$ cat config.mk
export PLATFORM = sky130hd
export DESIGN_NAME = pfa_front
export DESIGN_NICKNAME = d
export VERILOG_FILES = /design/src/design/page_frame_allocator_refcount_assert.svh /design/src/design/pfa_pkg.sv /design/src/design/pfa_front.sv
export SDC_FILE = /design/constraint.sdc
export NUM_CORES = 1
export LEC_CHECK = 0
export BUFFER_PORTS_ARGS = -buffer_cell sky130_fd_sc_hd__buf_2
export CORE_MARGIN = 10
export CORE_UTILIZATION = 40
export CTS_CLUSTER_DIAMETER = 60
export DETAILED_ROUTE_END_ITERATION = 7
export GPL_TIMING_DRIVEN = 0
export HOLD_SLACK_MARGIN = 0.1
export PLACE_DENSITY = 0.62
export SETUP_SLACK_MARGIN = 0.4
export SLEW_MARGIN = 20
export SYNTH_ARGS = -nofsm -noshare
export SYNTH_HDL_FRONTEND = slang
export SYNTH_SLANG_ARGS = --single-unit
$ cat constraint.sdc
create_clock -name clock -period 10 [get_ports clock]
set_clock_uncertainty 0.1 [all_clocks]
set_input_delay 0.5 -clock clock [delete_from_list [all_inputs] [get_ports clock]]
set_output_delay 0.5 -clock clock [all_outputs]
set_load 0.1 [all_outputs]
$ cat src/design/page_frame_allocator_refcount_assert.svh
// Assertion macros for the page frame allocator.
`ifndef PAGE_FRAME_ALLOCATOR_REFCOUNT_ASSERT_SVH
`define PAGE_FRAME_ALLOCATOR_REFCOUNT_ASSERT_SVH

`ifndef SYNTHESIS
`define PFA_ASSERT(lbl, clk, rst, prop, msg) \
   lbl: assert property (@(posedge clk) disable iff (rst) prop) else $error(msg);
`define PFA_ASSERT_NR(lbl, clk, prop, msg) \
   lbl: assert property (@(posedge clk) prop) else $error(msg);
`else
`define PFA_ASSERT(lbl, clk, rst, prop, msg)
`define PFA_ASSERT_NR(lbl, clk, prop, msg)
`endif

`endif

$ cat src/design/pfa_pkg.sv
`default_nettype none

package pfa_pkg;

   localparam int ADDR_W      = 64;
   localparam int PFN_W       = 52;
   localparam int PAGE_SHIFT  = 12;
   localparam int CNT_W       = 17;
   localparam int CNT_MAX_INT = 131071;
   localparam int OUT_REF_W   = 16;
   localparam int ACT_W       = 3;
   localparam int STAT_W      = 3;
   localparam int CSR_IDX_W   = 2;

   localparam logic [CNT_W-1:0] CNT_MAX       = 17'h1FFFF;
   localparam logic [CNT_W-1:0] RESERVE_RESET = 17'd5;

   localparam logic [ACT_W-1:0] ACT_ALLOC = 3'd0;
   localparam logic [ACT_W-1:0] ACT_FREE  = 3'd1;
   localparam logic [ACT_W-1:0] ACT_INC   = 3'd2;
   localparam logic [ACT_W-1:0] ACT_DEC   = 3'd3;
   localparam logic [ACT_W-1:0] ACT_QUERY = 3'd4;

   localparam logic [STAT_W-1:0] ST_OK        = 3'd0;
   localparam logic [STAT_W-1:0] ST_OOM       = 3'd1;
   localparam logic [STAT_W-1:0] ST_ADDR      = 3'd2;
   localparam logic [STAT_W-1:0] ST_UNDERFLOW = 3'd3;
   localparam logic [STAT_W-1:0] ST_OVERFLOW  = 3'd4;

   localparam logic [CSR_IDX_W-1:0] CSR_POOL_BASE   = 2'd0;
   localparam logic [CSR_IDX_W-1:0] CSR_POOL_FRAMES = 2'd1;
   localparam logic [CSR_IDX_W-1:0] CSR_RESERVE     = 2'd2;

   typedef struct packed {
      logic [ACT_W-1:0]  action;
      logic [ADDR_W-1:0] addr;
      logic              in_pool;
   } req_entry_type;

   typedef struct packed {
      logic          valid;
      req_entry_type entry;
   } queue_head_type;

   typedef struct packed {
      logic [ADDR_W-1:0]    page;
      logic [OUT_REF_W-1:0] ref_value;
      logic [STAT_W-1:0]    status;
   } rsp_type;

endpackage

`default_nettype wire

$ cat src/design/pfa_front.sv
`default_nettype none

module pfa_front #(
   parameter int NUM_FRAMES = 65536
) (
   input  wire logic                           clock,
   input  wire logic                           reset,
   input  wire logic                           req_tvalid,
   output logic                                req_tready,
   input  wire logic [pfa_pkg::ADDR_W-1:0]     req_tdata,
   input  wire logic [pfa_pkg::ACT_W-1:0]      req_tuser,
   input  wire logic [pfa_pkg::PFN_W-1:0]      pool_base,
   input  wire logic [pfa_pkg::CNT_W-1:0]      pool_size,
   input  wire logic                           clearing,
   input  wire logic                           pop,
   output pfa_pkg::queue_head_type             head,
   output logic      [$clog2(NUM_FRAMES)-1:0]  head_frame
);

   import pfa_pkg::*;

   localparam int FW = $clog2(NUM_FRAMES);

   logic [PFN_W-1:0]  pfn;
   logic [PFN_W:0]    diff;
   logic              in_pool;
   logic              push;
   req_entry_type     new_entry;

   req_entry_type     entry_ff [2];
   logic [FW-1:0]     frame_ff [2];
   logic              wptr_ff, wptr_in;
   logic              rptr_ff, rptr_in;
   logic [1:0]        count_ff, count_in;

   // A page is in the pool when its frame number minus the base is below the pool size.
   assign pfn     = req_tdata[ADDR_W-1:PAGE_SHIFT];
   assign diff    = {1'b0, pfn} - {1'b0, pool_base};
   assign in_pool = !diff[PFN_W] && (diff[PFN_W-1:CNT_W] == '0)
                    && (diff[CNT_W-1:0] < pool_size);

   assign new_entry = '{action: req_tuser, addr: req_tdata, in_pool: in_pool};

   assign req_tready = (count_ff != 2'd2) && !clearing;
   assign push       = req_tvalid && req_tready;

   assign head.valid = (count_ff != 2'd0);
   assign head.entry = entry_ff[rptr_ff];
   assign head_frame = frame_ff[rptr_ff];

   always_comb begin
      wptr_in  = wptr_ff ^ push;
      rptr_in  = rptr_ff ^ pop;
      count_in = count_ff + {1'b0, push} - {1'b0, pop};
   end

   always_ff @(posedge clock) begin
      if (reset) begin
         wptr_ff  <= 1'b0;
         rptr_ff  <= 1'b0;
         count_ff <= 2'd0;
      end else begin
         wptr_ff  <= wptr_in;
         rptr_ff  <= rptr_in;
         count_ff <= count_in;
      end
   end

   always_ff @(posedge clock) begin
      if (push) begin
         entry_ff[wptr_ff] <= new_entry;
         frame_ff[wptr_ff] <= diff[FW-1:0];
      end
   end

endmodule

`default_nettype wire

==> out/metrics.yaml, run 1 <==
critical_path:
  critPathTopFamily: "simple AND/OR/NAND/NOR gates"
  crit_path_start_kind: "primary input"
  critPathKind: "primary input to register"
  critPathMaxFanout: 3
  path_cells: "buf_2 -> inv_1 -> ha_1 -> fa_1 -> nor2b_1 -> o311a_1 -> nand2_1 -> nand2_1 -> a31oi_1 -> xnor2_1 -> ha_1 -> a21oi_1 -> nor2b_1 -> o21ai_0 -> o211ai_1 -> nor3_1 -> o2111ai_1 -> nor4_1 -> nand3_1 -> nor4_1 -> nand4_1 -> nor4_2"
  crit_arrival_ns: 5.32
  slowest_delay_ns: 0.42
  slowest_stage: "o21ai_0"
  required_ns: 10.14
  path_buf_inv: 2
  regToRegSetupSlack_ns: 7.81
  end_kind: "register"
die:
  dieArea_mm2: 0.0321
  die_h_um: 179
  num_rows: 58
  start_util: 0.404
  coreArea_mm2: 0.0250
  io_pins: 227
  die_x_um: 179
routing:
  drcViolationCount: 0
  first_pass_iters: 5
  wl_per_cell_um: 18.7
  vias_per_cell: 5.17
  route.met3.wl_um: 1960
  vias: 7645
  antenna_left: 0
  m1WireLength_um: 12700
  highest_layer: "met4"
  drt-initial-drc-count: 433
  wirelength_um: 27700
  route.met2.wl_um: 12700
cells_and_area:
  fill_cells: 2367
  multi_input_area_mm2: 0.00458
  layout.cells.non_filler: 1479
  num-nets-final: 1349
  register_area_mm2: 0.00512
  area_delta_synth_final_pct: 21.8
  final_util: 0.492
  drive_gt1_frac: 0.327
timing:
  report.final.slew_viol_count: 0
  period_share: 0.519
  setup_viol: 0
  max_freq_mhz: 193
  setup-tns-final_ns: 0
  hold_viol_final: 0
  post-route-min-period_ns: 5.19
  relSlewSlack: 0.468
  setup_ws_ns: 4.81
  worstMarginPinSlew_ns: 0.798
  rsz0062_at_grt: "false"
pwr:
  p_leak_nw: 5.09
  clock_power_share: 0.287
  p_comb_frac: 0.339
  power.density_mw_per_mm2: 186
  p_total_mw: 2.29
  p_switching_mw: 0.906
  p_seq_frac: 0.374
  internal-power_mw: 1.39
  peakVddDrop_mv: 0.0980
  swShare: 0.395
cts:
  clk_pin_slew_ns: 0.08
  cts_hold_buf: 0
  cts_setup_buffers: 0
  clk_path_buf_depth: 2
  htree_num_levels: 4
  cts_root_buf: "clkbuf_16"
  cts_tree: "yes"
  cts-buffers-inserted: 17
  clock-sinks: 172
  clk_latency_ns: 0.43
  postCtsResizedCells: 0
grt:
  track_usage: 0.171
  grt_max_degree: 44
  grt_antenna_before_repair: 0
  overflow: 0
  grt_pass1_vias: 7758
  grt_pass1_wl_um: 42600
logic_synthesis:
  yosys.area.top_type: "edfxtp_1"
  syn_inst: 888
  synth_area_mm2: 0.0101
  avgSynthCellArea_um2: 11.4
  synth_edf_count: 168
  synth_seq_cells: 172
  synthTopCellsByArea: "edfxtp_1, mux2_2, ha_1"
  yosysSeqAreaShare: 0.506
  synth_top_area_share: 0.498
  synth_cell_types: 69
  async_flop_share: 0
  synth_nets: 1102
  synth_flop_cell: "edfxtp_1"
  synth_warnings: 0
  synth_most_common_cell: "edfxtp_1"
  synth_top_cells_by_count: "edfxtp_1, inv_1, mux2_2, ha_1, a21oi_1"
placement:
  placedCellCount: 1446
  place_ws_ns: 4.26
  gp_congestion: 0.908
  io_buffers: 226
  dp_hpwl_um: 21700
job:
  maxCapViolations: 0
hold_path:
  hp-class: "primary input to register"
run_status:
  status: "completed"
==> area by class of cell <==
class | instances | area share
diodes | 1 | 0.000203
plain buffers | 30 | 0.0101
clock buffers | 18 | 0.0348
clock inverters | 14 | 0.0121
inverters | 84 | 0.0256
multi-input cells | 602 | 0.372
flip-flops and latches | 172 | 0.416
well taps | 330 | 0.0335
repair buffers | 228 | 0.0962
==> cell families (layout without fill, tap and decap cells) <==
| family | count (synthesis) | after routing | synth area share |
|---|---|---|---|
| adder cells (fa/ha/maj) | 73 | 73 | 0.0910 |
| multiplexers | 90 | 90 | 0.0994 |
| XOR/XNOR | 42 | 42 | 0.0363 |
| buffers and inverters | 114 | 374 | 0.0435 |
| AND/OR/NAND/NOR | 198 | 198 | 0.0944 |
| other | 0 | 1 | 0 |
| AO/OA/AOI/OAI | 199 | 199 | 0.129 |
| flip-flops | 172 | 172 | 0.506 |
==> path summary, 6_finish.rpt <==
check | from | endpoint | cells after the start
setup reg to reg | count_ff[0] | entry_ff[0][53] | 5
hold / removal | req_tuser[2] | entry_ff[1][67] | 1
hold reg to reg | wptr_ff | wptr_ff | 3
setup / recovery | req_tdata[12] | entry_ff[1][0] | 22
==> state kept, by name, indices dropped and copies added, names as in the netlist <==
name      flops
rptr_ff       1
frame_ff     32
count_ff      2
entry_ff    136
wptr_ff       1
==> worst reg2reg max path, stage by stage, from the launching register on <==
cell and delay [ns]:
dfxtp_1 0.33, inv_1 0.05, a21oi_1 0.15, and2_1 0.27
ha_4 0.60, buf_16 0.32
==> stage by stage <==
stage	hold slack [ns]	instance area, um2
3_3_place_gp	0.441	11700
2_1_floorplan	0.432	10100
5_1_grt	0.125	12300
6_report	0.146	12300
3_5_place_dp	0.542	11700
4_1_cts	0.128	12300
==> placed cells by master (no fill, tap or decap), types with 3 or more instances in the layout <==
master,count
a211oi_1,9
a21boi_0,6
a21o_1,15
a21oi_1,66
a31oi_1,7
and3_1,6
buf_1,3
buf_2,232
clkbuf_1,20
clkbuf_16,17
clkinv_4,5
dfxtp_1,4
edfxtp_1,168
ha_1,70
inv_1,84
inv_8,5
mux2_2,84
mux2i_1,6
nand2_1,63
nand2b_1,5
nand3_1,19
nand4_1,16
nor2_1,41
nor2b_1,6
nor3_1,16
nor3b_1,3
nor4_1,6
o211ai_1,6
o21a_1,7
o21ai_0,34
o21ai_1,9
o21bai_1,6
o221ai_1,3
or2_2,4
xnor2_1,23
xor2_1,19
==> routing by layer <==
metal / up-vias / GRT usage
met2: 240 / 0.270
met4: 0 / 0.0441
met3: 25 / 0.0339
li1: 3796 / -
met1: 3584 / 0.234
met5: - / 0
==> power groups by stage <==
stage / Clock [mW] / Sequential [mW] / Combinational [mW]
after CTS: 0.672 / 0.859 / 0.781
final: 0.658 / 0.858 / 0.776
after global placement: 0 / 0.879 / 0.766
after detailed placement: 0 / 0.875 / 0.777
after floorplan: 0 / 0.875 / 0.609
after global routing: 0.705 / 0.862 / 0.832
No activity file was read; power rests on OpenSTA's default activity.
==> run 2: changes to the inputs <==
==> constraint.sdc (replaced) <==
create_clock -name clock -period 5.2 [get_ports clock]
set_clock_uncertainty 0.1 [all_clocks]
set_input_delay 0.26 -clock clock [delete_from_list [all_inputs] [get_ports clock]]
set_output_delay 0.26 -clock clock [all_outputs]
set_load 0.1 [all_outputs]
==> out/metrics.yaml, run 2 (same netlist as run 1, synthesis figures left out) <==
die:
  num_rows: 58  # unchanged
  dieArea_mm2: 0.0321  # unchanged
  coreArea_mm2: 0.0250  # unchanged
  io_pins: 227  # unchanged
  start_util: 0.404  # unchanged
  die_h_um: 179  # unchanged
  die_x_um: 179  # unchanged
placement:
  io_buffers: 226  # unchanged
  gp_congestion: 0.908  # unchanged
  place_ws_ns: -0.301  # -4.56 ns
  placedCellCount: 1446  # unchanged
  dp_hpwl_um: 21700  # unchanged
routing:
  wirelength_um: 28500  # +2.6%
  drcViolationCount: 0  # unchanged
  antenna_left: 0  # unchanged
  first_pass_iters: 5  # unchanged
  vias: 7938  # +3.8%
  drt-initial-drc-count: 445  # +2.8%
  wl_per_cell_um: 18.4  # -1.9%
  vias_per_cell: 5.13  # -0.80%
pwr:
  p_leak_nw: 5.39  # +5.8%
  power.density_mw_per_mm2: 342  # +84%
  peakVddDrop_mv: 0.189  # +93%
timing:
  hold_viol_final: 0  # unchanged
  timing.hold.ws_ns: 0.167  # +0.0211 ns
  post-route-min-period_ns: 4.46
  rsz0062_at_grt: "false"
  max_freq_mhz: 224
  relSlewSlack: 0.463  # -0.00492
  setup_viol: 0  # unchanged
  period_share: 0.858
  report.final.slew_viol_count: 0  # unchanged
  setup_ws_ns: 0.740  # -4.07 ns
  worstMarginPinSlew_ns: 0.805  # +0.00739 ns
grt:
  grt_antenna_before_repair: 0  # unchanged
  track_usage: 0.175  # +0.00433
  grt_pass1_wl_um: 43800  # +3.0%
  grt_pass1_vias: 8115  # +4.6%
  overflow: 0  # unchanged
  grt_max_degree: 44  # unchanged
cts:
  clk_path_buf_depth: 2  # unchanged
  cts_root_buf: "clkbuf_16"
  clock-sinks: 172  # unchanged
  clk_latency_ns: 0.44  # about the same
  cts-buffers-inserted: 17  # unchanged
  clk_pin_slew_ns: 0.08  # about the same
  cts_tree: "yes"
  htree_num_levels: 4  # unchanged
  cts_setup_buffers: 0  # unchanged
critical_path:
  worstRegToRegCells: 5  # unchanged
  required_ns: 5.34  # -4.80 ns
  crit_path_start_kind: "primary input"
  critPathMaxFanout: 3  # unchanged
  crit_arrival_ns: 4.60  # -0.72 ns
  end_kind: "register"
  critPathKind: "primary input to register"
cells_and_area:
  final_common_cell: "buf_2"
  largest_reg_flops: 136  # unchanged
  register_area_mm2: 0.00512  # unchanged
  reg_top3: "entry_ff x136, frame_ff x32, count_ff x2"
  area_delta_synth_final_pct: 29.0
  multi_input_area_mm2: 0.00462  # +0.79%
  final_cell_mix: "buf_2, edfxtp_1, inv_1, mux2_2, ha_1"
  num-nets-final: 1418  # +5.1%
  fill_cells: 2290  # -3.3%
  layout.cells.non_filler: 1548  # +4.7%
  drive_gt1_frac: 0.314  # -0.0128
  top_register: "entry_ff"
run_status:
  status: "completed"
job:
  maxCapViolations: 0  # unchanged
hold_path:
  hp-class: "primary input to register"
  hold-path-cell-count: 3  # +2
==> run 2: per-layer routing <==
metal / up-vias / GRT usage / routed length [um]
li1: 3932 / - / -
met1: 3740 / 0.238 / 13000
met2: 241 / 0.281 / 13200
met3: 25 / 0.0345 / 1930
met4: 0 / 0.0441 / 329
met5: - / 0 / 0
==> run 2: layout make-up <==
cell class                 instances  area share
antenna                            1    0.000192
buffer                            30     0.00958
clock buffer                      18      0.0329
clock inverter                    14      0.0114
inverter                          84      0.0242
multi-input combinational        602       0.354
sequential                       172       0.393
tap                              330      0.0316
timing repair buffer             297       0.144
==> run 2: path summary, 6_finish.rpt <==
kind,from,endpoint,slack [ns]
worst max register to register,count_ff[0],entry_ff[0][53],3.00
worst max-delay path,req_tdata[12],entry_ff[1][0],0.74
worst min register to register,wptr_ff,wptr_ff,0.55
worst min-delay path,pool_base[0],frame_ff[1][0],0.17
==> run 2: critical path, cell delays in order <==
cell	delay, ns
buf_2	0.08
inv_1	0.03
ha_1	0.21
fa_1	0.43
nor2b_2	0.21
o311a_1	0.23
nand2_1	0.13
nand2_1	0.13
a31oi_2	0.15
o21ai_0	0.22
xor2_1	0.17
ha_1	0.27
nand4_1	0.13
a21oi_1	0.07
or3_1	0.39
nor3_1	0.15
o2111ai_1	0.14
nor4_2	0.34
nand3_1	0.13
nor4_2	0.22
nand4_1	0.16
nor4_2	0.33
==> run 2: metrics by stage <==
step / area [um2] / power [mW] / util / TNS (ns)
finish: 13100 / 4.46 / 0.521 / 0
global route: 13100 / 4.66 / 0.521 / 0
CTS: 13000 / 4.49 / 0.520 / 0
detailed placement: 11700 / 3.18 / 0.469 / -0.602
global placement: 11700 / 3.16 / 0.466 / -0.421
floorplan: 10100 / 2.85 / - / 0
==> run 2: power by group <==
part           switching [mW]  internal [mW]  total (mW)
clock network           0.625          0.641        1.27
logic                    1.11          0.430        1.54
registers              0.0193           1.63        1.65
total                    1.76           2.70        4.46
==> run 2: timing repair <==
| item | CTS | global route |
|---|---|---|
| resized for setup | 2 | 6 |
| hold buffers | 69 | 0 |
| hold endpoints to repair | 138 | 0 |
| endpoints found under the setup margin | 2 | 2 |
